$ cat src/rtl/kvtc_pkg.sv
// Shared types and constants for the compacting key/value table.
`default_nettype none

package kvtc_pkg;

  localparam int KEY_W  = 64;
  localparam int KIND_W = 2;

  typedef enum logic [KIND_W-1:0] {
    KIND_ADD    = 2'd0,
    KIND_LOOKUP = 2'd1,
    KIND_DELETE = 2'd2
  } kind_e;

  // Per-cell strobes from the table controller.
  typedef struct packed {
    logic cmp;    // capture the key compare result
    logic load;   // store the new key and value
    logic shift;  // take the upper neighbor's entry
  } cell_ctrl_t;

endpackage

`default_nettype wire

$ cat src/rtl/kvtc_cell.sv
// One table cell: holds an entry, compares it and shifts it down on delete.
`default_nettype none

module kvtc_cell #(
  parameter int VALUE_BITS = 32
) (
  input  wire                         clk_i,
  input  wire                         rst_ni,
  input  kvtc_pkg::cell_ctrl_t        ctrl_i,
  input  wire                         valid_i,
  input  wire  [kvtc_pkg::KEY_W-1:0]  search_key_i,
  input  wire  [kvtc_pkg::KEY_W-1:0]  new_key_i,
  input  wire  [VALUE_BITS-1:0]       new_value_i,
  input  wire  [kvtc_pkg::KEY_W-1:0]  nbr_key_i,
  input  wire  [VALUE_BITS-1:0]       nbr_value_i,
  output logic [kvtc_pkg::KEY_W-1:0]  key_o,
  output logic [VALUE_BITS-1:0]       value_o,
  output logic                        match_o
);
  import kvtc_pkg::*;

  logic [KEY_W-1:0]      key_q;
  logic [VALUE_BITS-1:0] value_q;
  logic                  match_q;

  always_ff @(posedge clk_i) begin
    if (ctrl_i.load) begin
      key_q   <= new_key_i;
      value_q <= new_value_i;
    end else if (ctrl_i.shift) begin
      key_q   <= nbr_key_i;
      value_q <= nbr_value_i;
    end
  end

  always_ff @(posedge clk_i or negedge rst_ni) begin
    if (!rst_ni) begin
      match_q <= 1'b0;
    end else if (ctrl_i.cmp) begin
      match_q <= valid_i && (key_q == search_key_i);
    end
  end

  assign key_o   = key_q;
  assign value_o = value_q;
  assign match_o = match_q;

endmodule

`default_nettype wire

$ cat config.mk
export PLATFORM = sky130hd
export DESIGN_NAME = kvtc_cell
export DESIGN_NICKNAME = d
export VERILOG_FILES = /design/src/rtl/kvtc_pkg.sv /design/src/rtl/kvtc_cell.sv
export SDC_FILE = /design/constraint.sdc
export NUM_CORES = 1
export LEC_CHECK = 0
export ABC_AREA = 0
export BUFFER_PORTS_ARGS = -buffer_cell sky130_fd_sc_hd__buf_4
export CELL_PAD_IN_SITES_DETAIL_PLACEMENT = 0
export CELL_PAD_IN_SITES_GLOBAL_PLACEMENT = 1
export CORE_AREA = 2 2 138 140
export DETAILED_ROUTE_END_ITERATION = 8
export DIE_AREA = 0 0 140 142
export PLACE_DENSITY_LB_ADDON = 0.1
export SYNTH_ARGS = -nofsm -noshare
export SYNTH_HDL_FRONTEND = slang
export SYNTH_SLANG_ARGS = --single-unit
export TNS_END_PERCENT = 5
$ cat constraint.sdc
create_clock -name clk_i -period 1.7 [get_ports clk_i]
set_input_delay 0.255 -clock clk_i [delete_from_list [all_inputs] [get_ports clk_i]]
set_output_delay 0.255 -clock clk_i [all_outputs]
set_load 0.02 [all_outputs]
[Yosys cells after proc, flatten, opt, wreduce, memory -nomap -nowiden]
Index checks and enable logic that the tools add are counted.
Widths: inputs -> output; s select.
Storage, ports and cells
  bits in registers: 97
  bits of input ports: 262
Cells by class
  reduce and logical (&&, ||, !) cells: 2
  mux-type cells: 4
  equality and inequality tests: 1
Operators by type and width (count)
  $mux 64: 2
  $eq 64x64->1: 1
  $mux 32: 2
  $reduce_bool 2->1: 1
  $logic_and 1x1->1: 1

[Logic depth before layout (Yosys ltp)]
  depth after elaboration: 2
  depth in mapped cells: 5
  gate-level depth less buffers: 5

[Worst setup path after synthesis]
Ideal clock, no wire load.
  path kind: in2reg
  start: input ctrl_i[1] (netlist name)
  end: register key_q[0] (netlist: key_o[0]), enable pin
  setup time: 0.414 ns
  arrival: 2.039 ns
  path slack: -0.753 ns
  cell stages on the path: 4
  cell sequence: buf_2 buf_2 buf_2 or2_2
Between the ends
  word-level cells in the longest chain between the ends: 1
Ends and longest elaborated chain
  from (decl): line kvtc_cell.sv:9  | input kvtc_pkg::cell_ctrl_t ctrl_i,
  $reduce_bool 2->1 (no source line)
  to (signal assigned): line kvtc_cell.sv:28  | key_q <= new_key_i;
  to (signal assigned): line kvtc_cell.sv:31  | key_q <= nbr_key_i;
  to (decl): line kvtc_cell.sv:22  | logic [KEY_W-1:0] key_q;
Every way passes these cells.
A chain may end at the register's enable or synchronous reset.

[Worst setup path after layout]
  start: register key_q[36] (netlist: key_o[36])
  end: register match_q (netlist: match_o)
Between the ends
  word-level cells in the longest chain between the ends: 2
Ends and longest elaborated chain
  $eq 64x64->1: line kvtc_cell.sv:40  | match_q <= valid_i && (key_q == search_key_i);
  $logic_and 1x1->1: line kvtc_cell.sv:40
  to (signal assigned): line kvtc_cell.sv:40
  to (decl): line kvtc_cell.sv:24  | logic match_q;
Every way passes these cells.

==> metrics <==
Starting Density=26.1%; global-route wire length before repair=24.8 mm; Crit. End Element=flop; gpl congestion=0.907; fmax=0.583 GHz; Slew Limit Headroom=76.8%; Arr. time, crit path=1.97 ns; Synth Area per Inst=15.6 um2; most common cell after layout, fill and taps aside=buf_4; Tcrit/Tclk final=101%; clk sinks=97; syn nets=570; Syn-to-layout area delta=71.5%; min Tclk post-route=1.72 ns; antenna violations before repair=1; die outline area=0.0199 mm2; antenna viol nets, final=0; WP buf/inv=1; total track usage=16.8%; Internal=5.12 mW; top cell family by delay on the critical path=simple AND/OR/NAND/NOR gates; hpwl dp=14.2 mm; busiest grt layer=met2; peak supply drop=0.000410 V; drt wl/cell=18.8 um; DRT Pass-1 Iters=8; num ports=359; synthesized instance count=308; YS warnings=0; die width=140 um; Yosys top cell by area=edfxtp_1; starting DRC count in detailed routing=161; CP startpoint kind=flop; total negative slack=-0.0152 ns; Reg power frac=44.1%; Core ar.=0.0185 mm2; Sw Ratio=27.1%; worst setup path category=flop to flop; DRC Markers=25; layout cells sized above 1=71.6%; final setup fails=1; worst-case clock buffer depth=2; H-tree Lvls=3; vias per cell=4.38; CTS Buf Count=9; overall power=7.02 mW; r2r setup slk=-0.02 ns; synth unique cells=22; Worst-Margin Slew=0.347 ns; Synth area leaders=edfxtp_1 60%, mux2_2 22%, xnor2_1 6.9%; Vias=4023; PnR worst setup slack=-0.0152 ns; Filler cells=1763; critical path, cell by cell=xnor2_2, nand4_1, nor4_4, buf_4, nand4_1, o32ai_2; port buffer count=358; Synth top area share=59.8%; PwrDens=849 mW/mm2; Hold Fails Final Rpt=0; Root Buffer=clkbuf_16; vias in the first global route=4304; synthesized flop and latch total=97; status=complete, but fails checks; failing checks=DRC, setup timing; Worst-path clk slew=0.07 ns; post-layout util=44.8%; P_leak=3.61 nW; GRT met3 Usage=7.23%; M1 GR Usage=18.1%; Cell Area, Synth=0.00482 mm2; Worst Path Max Fanout=2; max cap viols=0; Worst path most repeated cell=nand4_1; post-route clock skew=0.00526 ns; RSZ-0062 raised after global routing=yes; Clock Latency Late Sink=0.34 ns; Hold Crit Class=input pin to flop; gr ovfl total=0; fraction of the yosys area taken by sequential cells=60.3%; Die Height=142 um; Global Route met2 Usage=29.6%; Post-Route WL=17.3 mm; finished layout cell area=0.00826 mm2; final net count=940; WP data required=1.95 ns; highest-count cells in the layout ignoring fill and taps=362 x buf_4, 96 x mux2_2, 96 x edfxtp_1; sw power=1.90 mW; pin count of the biggest net entering global routing=35; TritonCTS clock tree=yes; worst stage delay on the critical path=0.46 ns; power share of the clock group=29.6%; max-slew violation count=0; combinational share of power=26.4%; num rows=50; CP max stage cell=edfxtp_1; Area after DPL=0.00791 mm2
## area by class of cell
cell class,count,area (um2),share of cell area [%]
Antenna cell,1,2.50,0.0303
Clock buffer,10,229,2.77
Clock inverter,6,67.6,0.818
Inverter,17,63.8,0.772
Multi-Input combinational cell,183,1830,22.2
Sequential cell,97,2910,35.2
Tap cell,234,293,3.54
Timing Repair Buffer,370,2870,34.7
## cell families after synthesis
family	Yosys count	synth area share [%]
AOI/OAI and AO/OA	17	2.99
xor gates and xnor gates	48	8.72
buffers and inverters	28	2.47
DFF	97	60.3
muxes	96	22.4
and+or+nand+nor	22	3.06
## synth_stat cells
library cell / count
buf_2: 11
nand4_1: 12
xor2_1: 10
dfrtp_1: 1
a22o_1: 1
a21o_1: 1
mux2_2: 96
a221oi_1: 2
nand2_1: 1
inv_2: 1
a2bb2oi_1: 2
inv_1: 16
xnor2_1: 38
o32ai_2: 1
o22ai_1: 5
nor4_2: 2
and3_1: 1
a222oi_1: 1
o2bb2ai_1: 4
or2_2: 1
nor4_1: 5
edfxtp_1: 96
## flip-flops by register name, indices dropped and copies added (netlist names)
name,cells
key_o,64
match_o,1
value_o,32
## power by group through the flow
| stage | logic [mW] | clock network, mW | registers, mW |
|---|---|---|---|
| floorplan | 0.476 | 0 | 3.46 |
| global placement | 1.86 | 0 | 3.13 |
| detailed placement | 1.86 | 0 | 3.15 |
| CTS | 1.88 | 2.14 | 3.10 |
| global route | 1.97 | 2.24 | 3.13 |
| finish | 1.85 | 2.07 | 3.09 |
## layer usage
layer | share of wire (%) | up-vias
li1 | - | 1924
met2 | 51 | 230
met3 | 12 | 25
met5 | 0 | -
met1 | 35 | 1844
met4 | 2.3 | 0
## through the flow
stage	cells	hold slack, ns	setup slack [ns]
2_1_floorplan	308	-0.0406	-0.0521
3_3_place_gp	899	0.0317	-0.211
3_5_place_dp	899	0.0350	-0.175
4_1_cts	916	0.134	-0.0750
5_1_grt	918	0.133	-0.120
6_report	918	0.146	-0.0152
## final timing paths
path                           start       to  cells past startpoint
max                        key_o[36]  match_o                      6
min                        ctrl_i[2]  match_o                      2
max reg2reg                key_o[36]  match_o                      6
min reg2reg                  match_o  match_o                      2
max in group asynchronous     rst_ni  match_o                      2
min in group asynchronous     rst_ni  match_o                      2
## what timing repair did
action,CTS,global route
gates resized for setup,4,1
hold buffers,1,0
hold endpoints to repair,1,0
pin swaps,5,1
buffers inserted,0,1
endpoints found under the setup margin,1,1
(Power assumes the default switching activity.)
